### config.mk
export PLATFORM = sky130hd
export DESIGN_NAME = utf8_sanitizer_flat
export DESIGN_NICKNAME = d
export VERILOG_FILES = /design/src/hdl/utf8s_pkg.sv /design/src/hdl/utf8s_ifs.sv /design/src/hdl/utf8s_front.sv /design/src/hdl/utf8s_fifo.sv /design/src/hdl/utf8s_back.sv /design/src/hdl/utf8_sanitizer.sv /design/src/flat_wrapper.sv
export SDC_FILE = /design/constraint.sdc
export NUM_CORES = 1
export LEC_CHECK = 0
export ABC_CLOCK_PERIOD_IN_PS = 6800
export BUFFER_PORTS_ARGS = -buffer_cell sky130_fd_sc_hd__buf_2
export CAP_MARGIN = 10
export CORE_MARGIN = 5
export CORE_UTILIZATION = 62
export DETAILED_ROUTE_END_ITERATION = 10
export GPL_ROUTABILITY_DRIVEN = 0
export HOLD_SLACK_MARGIN = 0.02
export PLACE_DENSITY = 0.81
export SLEW_MARGIN = 20
export SYNTH_ARGS = -nofsm -noshare
export SYNTH_HDL_FRONTEND = slang
export SYNTH_HIERARCHICAL = 1
export SYNTH_SLANG_ARGS = --single-unit
### constraint.sdc
create_clock -name clk -period 6.8 [get_ports clk]
set_input_delay 1.36 -clock clk [delete_from_list [all_inputs] [get_ports clk]]
set_output_delay 1.36 -clock clk [all_outputs]
set_load 0.02 [all_outputs]
### src/hdl/utf8s_pkg.sv
// shared types and constants for the utf8 sanitizer
// no dependencies
`default_nettype none

package utf8s_pkg;

  localparam int unsigned BYTE_W     = 8;
  localparam int unsigned CAP_W      = 9;
  localparam int unsigned BURST_MAX  = 4;
  localparam int unsigned BCNT_W     = 3;
  localparam int unsigned HELD_MAX   = 3;
  localparam int unsigned FIFO_DEPTH = 4;
  localparam int unsigned FIFO_AW    = 2;
  localparam int unsigned FIFO_CW    = 3;

  localparam logic [CAP_W-1:0]  CAP_RESET  = 9'd33;
  localparam logic [BYTE_W-1:0] QMARK      = 8'h3F;
  localparam logic [BYTE_W-1:0] CTRL_LIMIT = 8'h20;
  localparam logic [BYTE_W-1:0] NUL_BYTE   = 8'h00;
  localparam logic [BYTE_W-1:0] MASK_E0    = 8'hE0;
  localparam logic [BYTE_W-1:0] MASK_F0    = 8'hF0;
  localparam logic [BYTE_W-1:0] MASK_F8    = 8'hF8;
  localparam logic [BYTE_W-1:0] MASK_C0    = 8'hC0;
  localparam logic [BYTE_W-1:0] LEAD2      = 8'hC0;
  localparam logic [BYTE_W-1:0] LEAD3      = 8'hE0;
  localparam logic [BYTE_W-1:0] LEAD4      = 8'hF0;
  localparam logic [BYTE_W-1:0] CONT_TAG   = 8'h80;

  // one input transaction turns into up to four output bytes
  typedef struct packed {
    logic [BURST_MAX-1:0][BYTE_W-1:0] bytes;
    logic [BCNT_W-1:0]                cnt;
    logic                             last;
  } burst_t;

endpackage

`default_nettype wire

### src/hdl/utf8s_ifs.sv
// channel interfaces for the utf8 sanitizer
// depends on utf8s_pkg
`default_nettype none

interface utf8s_in_if import utf8s_pkg::*; ();
  logic              valid;
  logic              ready;
  logic [BYTE_W-1:0] in_byte;
  logic              end_of_string;
  modport source (output valid, in_byte, end_of_string, input ready);
  modport sink (input valid, in_byte, end_of_string, output ready);
endinterface

interface utf8s_out_if import utf8s_pkg::*; ();
  logic              valid;
  logic              ready;
  logic [BYTE_W-1:0] out_byte;
  logic              last;
  modport source (output valid, out_byte, last, input ready);
  modport sink (input valid, out_byte, last, output ready);
endinterface

interface utf8s_cfg_if import utf8s_pkg::*; ();
  logic             valid;
  logic             ready;
  logic [CAP_W-1:0] out_capacity;
  modport source (output valid, out_capacity, input ready);
  modport sink (input valid, out_capacity, output ready);
endinterface

`default_nettype wire

### src/hdl/utf8s_front.sv
// front end: accepts bytes, tracks open sequences and capacity, builds bursts
// depends on utf8s_pkg and utf8s_ifs
`default_nettype none

module utf8s_front import utf8s_pkg::*; (
  input  logic       clk,
  input  logic       rst_n,
  utf8s_in_if.sink   in_ch,
  utf8s_cfg_if.sink  cfg_ch,
  output burst_t     push_data,
  output logic       push_valid,
  input  logic       push_ready
);

  typedef struct packed {
    logic              emit;
    logic              lead;
    logic [1:0]        need;
    logic [BYTE_W-1:0] value;
  } fresh_t;

  function automatic fresh_t classify(input logic [BYTE_W-1:0] c);
    fresh_t f;
    f.emit  = 1'b0;
    f.lead  = 1'b0;
    f.need  = 2'd0;
    f.value = c;
    priority if (c < CTRL_LIMIT) begin
      f.emit  = 1'b1;
      f.value = QMARK;
    end else if (!c[BYTE_W-1]) begin
      f.emit = 1'b1;
    end else if ((c & MASK_E0) == LEAD2) begin
      f.lead = 1'b1;
      f.need = 2'd1;
    end else if ((c & MASK_F0) == LEAD3) begin
      f.lead = 1'b1;
      f.need = 2'd2;
    end else if ((c & MASK_F8) == LEAD4) begin
      f.lead = 1'b1;
      f.need = 2'd3;
    end else begin
      f.emit  = 1'b1;
      f.value = QMARK;
    end
    return f;
  endfunction

  logic [CAP_W-1:0]                  cap_r;
  logic [HELD_MAX-1:0][BYTE_W-1:0]   held_r, held_nxt;
  logic [1:0]                        hcnt_r, hcnt_nxt;
  logic [1:0]                        need_r, need_nxt;
  logic [CAP_W-1:0]                  wcnt_r, wcnt_nxt;

  logic                              accept;
  logic [BYTE_W-1:0]                 c;
  logic                              eos;
  logic                              is_cont;
  fresh_t                            fr;
  logic [BURST_MAX-1:0][BYTE_W-1:0]  raw;
  logic [BCNT_W-1:0]                 raw_k;
  logic [CAP_W+1:0]                  room;
  logic [BCNT_W-1:0]                 avail;
  logic [BCNT_W-1:0]                 dcnt;

  assign accept       = in_ch.valid && push_ready;
  assign in_ch.ready  = push_ready;
  assign cfg_ch.ready = 1'b1;
  assign c            = in_ch.in_byte;
  assign eos          = in_ch.end_of_string;
  assign is_cont      = (c & MASK_C0) == CONT_TAG;
  assign fr           = classify(c);

  // data bytes still allowed in this string, clamped to a burst
  always_comb begin
    room = {2'b00, cap_r} - {2'b00, wcnt_r} - (CAP_W+2)'(1);
    if (room[CAP_W+1])
      avail = '0;
    else if (room >= (CAP_W+2)'(BURST_MAX))
      avail = BCNT_W'(BURST_MAX);
    else
      avail = room[BCNT_W-1:0];
  end

  always_comb begin
    raw      = '0;
    raw_k    = '0;
    held_nxt = held_r;
    hcnt_nxt = hcnt_r;
    need_nxt = need_r;
    if (eos) begin
      raw_k    = {1'b0, hcnt_r};
      held_nxt = '0;
      hcnt_nxt = '0;
      need_nxt = '0;
    end else if (hcnt_r == 2'd0) begin
      raw[0] = fr.value;
      raw_k  = {2'b00, fr.emit};
      if (fr.lead) begin
        held_nxt    = '0;
        held_nxt[0] = c;
        hcnt_nxt    = 2'd1;
        need_nxt    = fr.need;
      end
    end else if (is_cont) begin
      if (hcnt_r >= need_r) begin
        for (int i = 0; i < BURST_MAX; i++) begin
          if (BCNT_W'(i) < {1'b0, hcnt_r})
            raw[i] = held_r[i % HELD_MAX];
          else
            raw[i] = c;
        end
        raw_k    = {1'b0, hcnt_r} + BCNT_W'(1);
        held_nxt = '0;
        hcnt_nxt = '0;
        need_nxt = '0;
      end else begin
        held_nxt[hcnt_r] = c;
        hcnt_nxt         = hcnt_r + 2'd1;
      end
    end else begin
      for (int i = 0; i < BURST_MAX; i++) begin
        if (BCNT_W'(i) < {1'b0, hcnt_r})
          raw[i] = QMARK;
        else
          raw[i] = fr.value;
      end
      raw_k    = {1'b0, hcnt_r} + {2'b00, fr.emit};
      held_nxt = '0;
      hcnt_nxt = '0;
      need_nxt = '0;
      if (fr.lead) begin
        held_nxt[0] = c;
        hcnt_nxt    = 2'd1;
        need_nxt    = fr.need;
      end
    end
  end

  always_comb begin
    dcnt = (raw_k < avail) ? raw_k : avail;
    push_data.bytes = raw;
    push_data.last  = eos;
    if (eos) begin
      for (int i = 0; i < BURST_MAX; i++)
        push_data.bytes[i] = (BCNT_W'(i) < dcnt) ? QMARK : NUL_BYTE;
      push_data.cnt = dcnt + BCNT_W'(1);
    end else begin
      push_data.cnt = dcnt;
    end
    push_valid = accept && (push_data.cnt != '0);
    wcnt_nxt   = eos ? '0 : wcnt_r + CAP_W'(dcnt);
  end

  always_ff @(posedge clk) begin
    if (!rst_n) begin
      cap_r  <= CAP_RESET;
      held_r <= '0;
      hcnt_r <= '0;
      need_r <= '0;
      wcnt_r <= '0;
    end else begin
      if (cfg_ch.valid)
        cap_r <= cfg_ch.out_capacity;
      if (accept) begin
        held_r <= held_nxt;
        hcnt_r <= hcnt_nxt;
        need_r <= need_nxt;
        wcnt_r <= wcnt_nxt;
      end
    end
  end

endmodule

`default_nettype wire

### src/hdl/utf8s_fifo.sv
// short burst queue between front and back ends
// depends on utf8s_pkg
`default_nettype none

module utf8s_fifo import utf8s_pkg::*; (
  input  logic   clk,
  input  logic   rst_n,
  input  logic   push_valid,
  input  burst_t push_data,
  output logic   push_ready,
  output logic   pop_valid,
  output burst_t pop_data,
  input  logic   pop
);

  burst_t               mem_r [FIFO_DEPTH];
  logic [FIFO_AW-1:0]   wptr_r, rptr_r;
  logic [FIFO_CW-1:0]   cnt_r, cnt_nxt;
  logic                 do_push, do_pop;

  assign push_ready = cnt_r != FIFO_CW'(FIFO_DEPTH);
  assign pop_valid  = cnt_r != '0;
  assign pop_data   = mem_r[rptr_r];
  assign do_push    = push_valid && push_ready;
  assign do_pop     = pop && pop_valid;

  always_comb begin
    cnt_nxt = cnt_r;
    unique case ({do_push, do_pop})
      2'b10:   cnt_nxt = cnt_r + FIFO_CW'(1);
      2'b01:   cnt_nxt = cnt_r - FIFO_CW'(1);
      default: cnt_nxt = cnt_r;
    endcase
  end

  always_ff @(posedge clk) begin
    if (do_push)
      mem_r[wptr_r] <= push_data;
  end

  always_ff @(posedge clk) begin
    if (!rst_n) begin
      wptr_r <= '0;
      rptr_r <= '0;
      cnt_r  <= '0;
    end else begin
      if (do_push)
        wptr_r <= wptr_r + FIFO_AW'(1);
      if (do_pop)
        rptr_r <= rptr_r + FIFO_AW'(1);
      cnt_r <= cnt_nxt;
    end
  end

endmodule

`default_nettype wire

### src/hdl/utf8s_back.sv
// back end: walks each queued burst one byte per cycle into an output register, holding while the output is stalled
// depends on utf8s_pkg and utf8s_ifs
`default_nettype none

module utf8s_back import utf8s_pkg::*; (
  input  logic       clk,
  input  logic       rst_n,
  input  logic       head_valid,
  input  burst_t     head,
  output logic       pop,
  utf8s_out_if.source out_ch
);

  logic [1:0]        idx_r, idx_nxt;
  logic              vld_r;
  logic [BYTE_W-1:0] byte_r;
  logic              last_r;
  logic              load;
  logic              at_end;

  assign load   = head_valid && (!vld_r || out_ch.ready);
  assign at_end = (BCNT_W'(idx_r) + BCNT_W'(1)) == head.cnt;
  assign pop    = load && at_end;

  always_comb begin
    idx_nxt = idx_r;
    if (load)
      idx_nxt = at_end ? 2'd0 : idx_r + 2'd1;
  end

  assign out_ch.valid    = vld_r;
  assign out_ch.out_byte = byte_r;
  assign out_ch.last     = last_r;

  always_ff @(posedge clk) begin
    if (load) begin
      byte_r <= head.bytes[idx_r];
      last_r <= head.last && at_end;
    end
  end

  always_ff @(posedge clk) begin
    if (!rst_n) begin
      vld_r <= 1'b0;
      idx_r <= '0;
    end else begin
      idx_r <= idx_nxt;
      if (load)
        vld_r <= 1'b1;
      else if (out_ch.ready)
        vld_r <= 1'b0;
    end
  end

endmodule

`default_nettype wire

### src/hdl/utf8_sanitizer.sv
// top level of the utf8 sanitizer: front end, burst queue, back end
// depends on utf8s_pkg, utf8s_ifs, utf8s_front, utf8s_fifo, utf8s_back
//
//   channel  dir  payload                     transaction
//   in_ch    in   in_byte[7:0], end_of_string valid & ready
//   out_ch   out  out_byte[7:0], last         valid & ready
//   cfg_ch   in   out_capacity[8:0]           valid & ready (ready tied high)
//
// one input byte accepted per cycle while the burst queue has room
// each input byte makes 0..4 output bytes, drained at one per cycle by the back end while out_ch is not stalled
// the first output of an input transaction is registered in a queue entry and then in the back end output register
// synchronous active-low reset clears state and sets capacity to 33
// a stalled output fills the four-entry queue before the input stalls
`default_nettype none

module utf8_sanitizer import utf8s_pkg::*; (
  input  logic        clk,
  input  logic        rst_n,
  utf8s_in_if.sink    in_ch,
  utf8s_out_if.source out_ch,
  utf8s_cfg_if.sink   cfg_ch
);

  burst_t push_data;
  logic   push_valid;
  logic   push_ready;
  burst_t head;
  logic   head_valid;
  logic   pop;

  utf8s_front u_front (
    .clk        (clk),
    .rst_n      (rst_n),
    .in_ch      (in_ch),
    .cfg_ch     (cfg_ch),
    .push_data  (push_data),
    .push_valid (push_valid),
    .push_ready (push_ready)
  );

  utf8s_fifo u_fifo (
    .clk        (clk),
    .rst_n      (rst_n),
    .push_valid (push_valid),
    .push_data  (push_data),
    .push_ready (push_ready),
    .pop_valid  (head_valid),
    .pop_data   (head),
    .pop        (pop)
  );

  utf8s_back u_back (
    .clk        (clk),
    .rst_n      (rst_n),
    .head_valid (head_valid),
    .head       (head),
    .pop        (pop),
    .out_ch     (out_ch)
  );

endmodule

`default_nettype wire
### src/flat_wrapper.sv
// flat-port wrapper written by rule: the top's interface ports become plain ports
module utf8_sanitizer_flat import utf8s_pkg::*;
  (clk, rst_n, in_ch_valid, in_ch_in_byte, in_ch_end_of_string, in_ch_ready, out_ch_valid, out_ch_out_byte, out_ch_last, out_ch_ready, cfg_ch_valid, cfg_ch_out_capacity, cfg_ch_ready);
  utf8s_in_if in_ch_i ();
  utf8s_out_if out_ch_i ();
  utf8s_cfg_if cfg_ch_i ();
  input  logic clk;
  input  logic rst_n;
  input wire logic [$bits(in_ch_i.valid)-1:0] in_ch_valid;
  input wire logic [$bits(in_ch_i.in_byte)-1:0] in_ch_in_byte;
  input wire logic [$bits(in_ch_i.end_of_string)-1:0] in_ch_end_of_string;
  output wire logic [$bits(in_ch_i.ready)-1:0] in_ch_ready;
  output wire logic [$bits(out_ch_i.valid)-1:0] out_ch_valid;
  output wire logic [$bits(out_ch_i.out_byte)-1:0] out_ch_out_byte;
  output wire logic [$bits(out_ch_i.last)-1:0] out_ch_last;
  input wire logic [$bits(out_ch_i.ready)-1:0] out_ch_ready;
  input wire logic [$bits(cfg_ch_i.valid)-1:0] cfg_ch_valid;
  input wire logic [$bits(cfg_ch_i.out_capacity)-1:0] cfg_ch_out_capacity;
  output wire logic [$bits(cfg_ch_i.ready)-1:0] cfg_ch_ready;
  assign in_ch_i.valid = in_ch_valid;
  assign in_ch_i.in_byte = in_ch_in_byte;
  assign in_ch_i.end_of_string = in_ch_end_of_string;
  assign in_ch_ready = in_ch_i.ready;
  assign out_ch_valid = out_ch_i.valid;
  assign out_ch_out_byte = out_ch_i.out_byte;
  assign out_ch_last = out_ch_i.last;
  assign out_ch_i.ready = out_ch_ready;
  assign cfg_ch_i.valid = cfg_ch_valid;
  assign cfg_ch_i.out_capacity = cfg_ch_out_capacity;
  assign cfg_ch_ready = cfg_ch_i.ready;
  utf8_sanitizer u_core (.clk(clk), .rst_n(rst_n), .in_ch(in_ch_i), .out_ch(out_ch_i), .cfg_ch(cfg_ch_i));
endmodule
==> results.tsv <==
stage	metric	value	unit
worst_setup_path	Critical Path AT	6.85	ns
worst_setup_path	CP required	7.22	ns
worst_setup_path	Critical Path End	u_core/u_fifo/cnt_r[2]	
global_routing	vias in the first global route	6110	
placed_design	Cell Area, Placed	0.01024	mm^2
power_and_ir_drop	Sw Pwr	0.7028	mW
logic_synthesis	Post-synth top flop	edfxtp_1	
route	Initial DRC Count	686	
final_layout	diode count	0	
global_routing	total track usage	23.29	%
final_layout	layout cells sized above 1	17.26	%
logic_synthesis	syn_nets	791	
logic_synthesis	top cell type's share of synthesized area	46.36	%
clock_tree	CTS tree	yes	
clock_tree	Worst-Skew Late Latency	0.52	ns
worst_hold_path	min-delay worst type	reg2reg	
route	Detail Route Antenna Nets	0	
timing	Fin Hold WS	0.4604	ns
timing	worst clock skew	0.02719	ns
floorplanning	Starting Density	62.84	%
timing	Finish-stage setup viols	0	
global_routing	pin count of the biggest net entering global routing	47	
logic_synthesis	#FFs+latches synth	211	
route	Routed wire per std cell	21.35	um
power_and_ir_drop	Clock power frac	39.3	%
timing	actual slew at the worst max-slew pin	0.8720	ns
placed_design	I/O Buffers	33	
floorplanning	Site Rows	46	
worst_setup_path	CP Max Fanout	5	
timing	Final period util	94.60	%
clock_tree	CTS Buf Count	22	
timing	final hold vios	0	
worst_setup_path	Critical Path Start Type	flip-flop	
timing	Slew Limit Fails	0	
timing	RSZ-0062 raised after global routing	no	
power_and_ir_drop	sequential power share	50.0	%
route	Detailed Route WL	21.43	mm
power_and_ir_drop	Max rail drop VDD	0.1837	mV
worst_hold_path	hold depth	1	
floorplanning	DIE WIDTH	136.4	um
outcome	status	finished clean	
logic_synthesis	mapped cell area	0.009910	mm^2
floorplanning	I/O Pins	35	
route	Via density	6.228	
logic_synthesis	Commonest cells post-synth	edfxtp_1, dfxtp_1, nand2_1	
logic_synthesis	top post-synthesis cells by area	edfxtp_1, dfxtp_1, mux4_2	
power_and_ir_drop	Pwr Density	270.5	mW/mm^2
clock_tree	clk slew on worst S/H paths	0.06	ns
worst_setup_path	FF-to-FF Start	u_core/u_front/cap_r[0]	
power_and_ir_drop	Combinational Power Share	10.6	%
clock_tree	clock buffer depth	3	
worst_setup_path	Crit Reg-Reg Endpoint	u_core/u_fifo/cnt_r[2]	
logic_synthesis	YS warnings	6	
logic_synthesis	Post-synth EDFFs	153	
clock_tree	Post-CTS Setup Bufs	0	
timing	Setup TNS	0	ns
logic_synthesis	ys async rst share	0	%
floorplanning	Floorplan Core Area	0.01577	mm^2
logic_synthesis	Avg Cell Area, Syn	13.52	um^2
floorplanning	area of the die	0.01861	mm^2
logic_synthesis	cells after synthesis	733	
power_and_ir_drop	Final Power	2.965	mW
worst_setup_path	r2r worst-path depth	27	
worst_hold_path	hold_sp	u_core/u_front/held_r[7]	
flow_run	max-cap check violation count	0	
power_and_ir_drop	Switching Fraction	23.70	%
power_and_ir_drop	Internal	2.263	mW
power_and_ir_drop	Lkg Pwr	3.883	nW
floorplanning	chip height	136.4	um
final_layout	Nets	830	
logic_synthesis	sequential fraction of the synthesis area	58.08	%
logic_synthesis	most common cell in the netlist	edfxtp_1	
timing	fmax	0.1555	GHz
global_routing	initial antenna violation count	0	
clock_tree	total clock sinks	211	
final_layout	Finished Cell Area	0.01096	mm^2
global_routing	GR Overflow Total	0	
route	Vias	6253	
worst_setup_path	Worst setup EP type	flip-flop	
logic_synthesis	biggest area consumer among synthesized cells	edfxtp_1	
clock_tree	H-tree depth	1	
global_routing	first-pass GRT wire length	33.20	mm
route	drt first pass iters	5	
worst_setup_path	Crit Path Category	reg2reg	
timing	Slew headroom	41.79	%
worst_setup_path	crit path from	u_core/u_front/cap_r[0]	
clock_tree	clock root cell	clkbuf_16	
timing	min cycle time layout	6.433	ns
logic_synthesis	Synth cell types	78	
final_layout	area added between synthesis and finish	10.62	%
worst_setup_path	reg-to-reg setup timing slack	0.37	ns
placed_design	DP Wirelength	13.71	mm
route	DRC errors left	0	
==> per-layer routing <==
layer / vias to the layer above / part of all wire, % / GRT usage (%)
met4: 0 / 1.5 / 4.871
li1: 2864 / - / -
met5: - / 0 / 0
met3: 30 / 7.9 / 3.072
met2: 297 / 50 / 39.82
met1: 3062 / 40 / 32.46
==> stage by stage <==
stage / setup WS [ns] / util [%] / cells
6_report: 0.3672 / 69.51 / 1004
5_1_grt: 0.01250 / 69.51 / 1004
4_1_cts: 0.2712 / 69.41 / 1004
3_5_place_dp: -0.02275 / 64.94 / 964
3_3_place_gp: 0.2252 / 64.94 / 964
2_1_floorplan: 0.4788 / - / 733
==> flip-flops by register name (all words and copies together), names as in the netlist, 2 cells and up, named ones only <==
name,count
u_core/u_back/idx_r,2
u_core/u_front/held_r,24
u_core/u_fifo/cnt_r,3
u_core/u_fifo/wptr_r,2
u_core/u_fifo/rptr_r,2
u_core/u_front/hcnt_r,2
u_core/u_front/need_r,2
u_core/u_front/wcnt_r,9
u_core/u_fifo/mem_r,144
u_core/u_back/out_ch.out_byte,8
u_core/u_front/cap_r,9
==> placed cells by master, fill, tap and decap left out, types with 4 or more instances in the layout <==
cell,netlist,final
xnor2_1,13,13
nor2b_1,31,31
nand3_1,13,13
mux4_2,38,38
mux4_1,6,6
o21a_1,5,5
ha_1,32,32
mux2i_1,11,11
and2_1,14,14
nand2b_1,6,6
nor4_1,4,4
a22o_1,5,5
nand2_1,45,45
xor2_1,5,5
nor2_1,42,42
buf_4,3,14
dfxtp_1,58,57
o21ai_1,6,6
inv_1,31,31
or3_1,6,6
a22oi_1,13,13
o21ai_0,40,40
a21oi_1,34,34
nor3_1,11,11
buf_2,5,33
clkbuf_16,0,22
clkbuf_1,16,6
a21o_1,7,7
a31oi_1,6,6
clkinv_1,1,4
edfxtp_1,153,153
==> worst max-delay path, cell delays in order, from the launching register on <==
cell and delay [ns]:
dfxtp_1 0.30, inv_1 0.05, ha_1 0.22, fa_1 0.40, nand2b_1 0.20, a21o_1 0.23
and2_1 0.16, o311a_1 0.32, o211ai_4 0.28, o21ai_0 0.19, ha_1 0.33, a221o_1 0.32
a21oi_1 0.26, nand3_1 0.13, a311o_1 0.33, a211oi_4 0.35, or2_1 0.18, ha_1 0.25
nor4b_2 0.30, a211oi_2 0.06, a21boi_2 0.18, inv_1 0.07, ha_1 0.18, inv_1 0.06
fa_1 0.37, xor2_1 0.16, or3_1 0.30, a21boi_0 0.18
==> power groups by stage <==
stage / combinational [mW] / clock (mW) / sequential [mW]
floorplan: 0.224 / 0 / 1.51
global placement: 0.294 / 0 / 1.50
detailed placement: 0.307 / 0 / 1.51
CTS: 0.313 / 1.18 / 1.49
global route: 0.342 / 1.23 / 1.49
finish: 0.315 / 1.17 / 1.48
==> kinds of logic (layout without fill, tap and decap cells) <==
| logic type | after synthesis | in the layout | share of synthesized area (%) |
|---|---|---|---|
| flip-flops | 211 | 211 | 58.08 |
| AND/OR/NAND/NOR | 190 | 190 | 9.924 |
| AO/OA/AOI/OAI | 157 | 157 | 10.90 |
| buffers and inverters | 65 | 120 | 3.371 |
| multiplexers | 56 | 56 | 11.45 |
| adder cells (fa/ha/maj) | 35 | 35 | 4.646 |
| XOR/XNOR | 18 | 18 | 1.591 |
| other | 1 | 1 | 0.03784 |
==> layout make-up <==
class	count	area, um^2
well taps	216	270.3
clock inverters	11	118.9
clock buffers	29	586.8
fillers	1071	4808
flip-flops and latches	211	5757
multi-input cells	457	3835
repair buffers	47	270.3
inverters	33	123.9
==> how the worst min path moves through the flow <==
| stage | to | slack [ns] |
|---|---|---|
| after floorplan | u_core/u_front/held_r[7] | 0.42 |
| after global placement | u_core/u_front/held_r[7] | 0.43 |
| after detailed placement | u_core/u_front/held_r[7] | 0.44 |
| after CTS | u_core/u_front/held_r[7] | 0.46 |
| after global routing | u_core/u_front/held_r[7] | 0.48 |
| final | u_core/u_front/held_r[7] | 0.46 |
==> what timing repair did <==
item,in CTS,in global routing
resized for setup,0,2
hold buffers,0,0
endpoints found under the setup margin,0,1
endpoints found under the hold margin,0,0
Power figures use the tool's default switching activity.
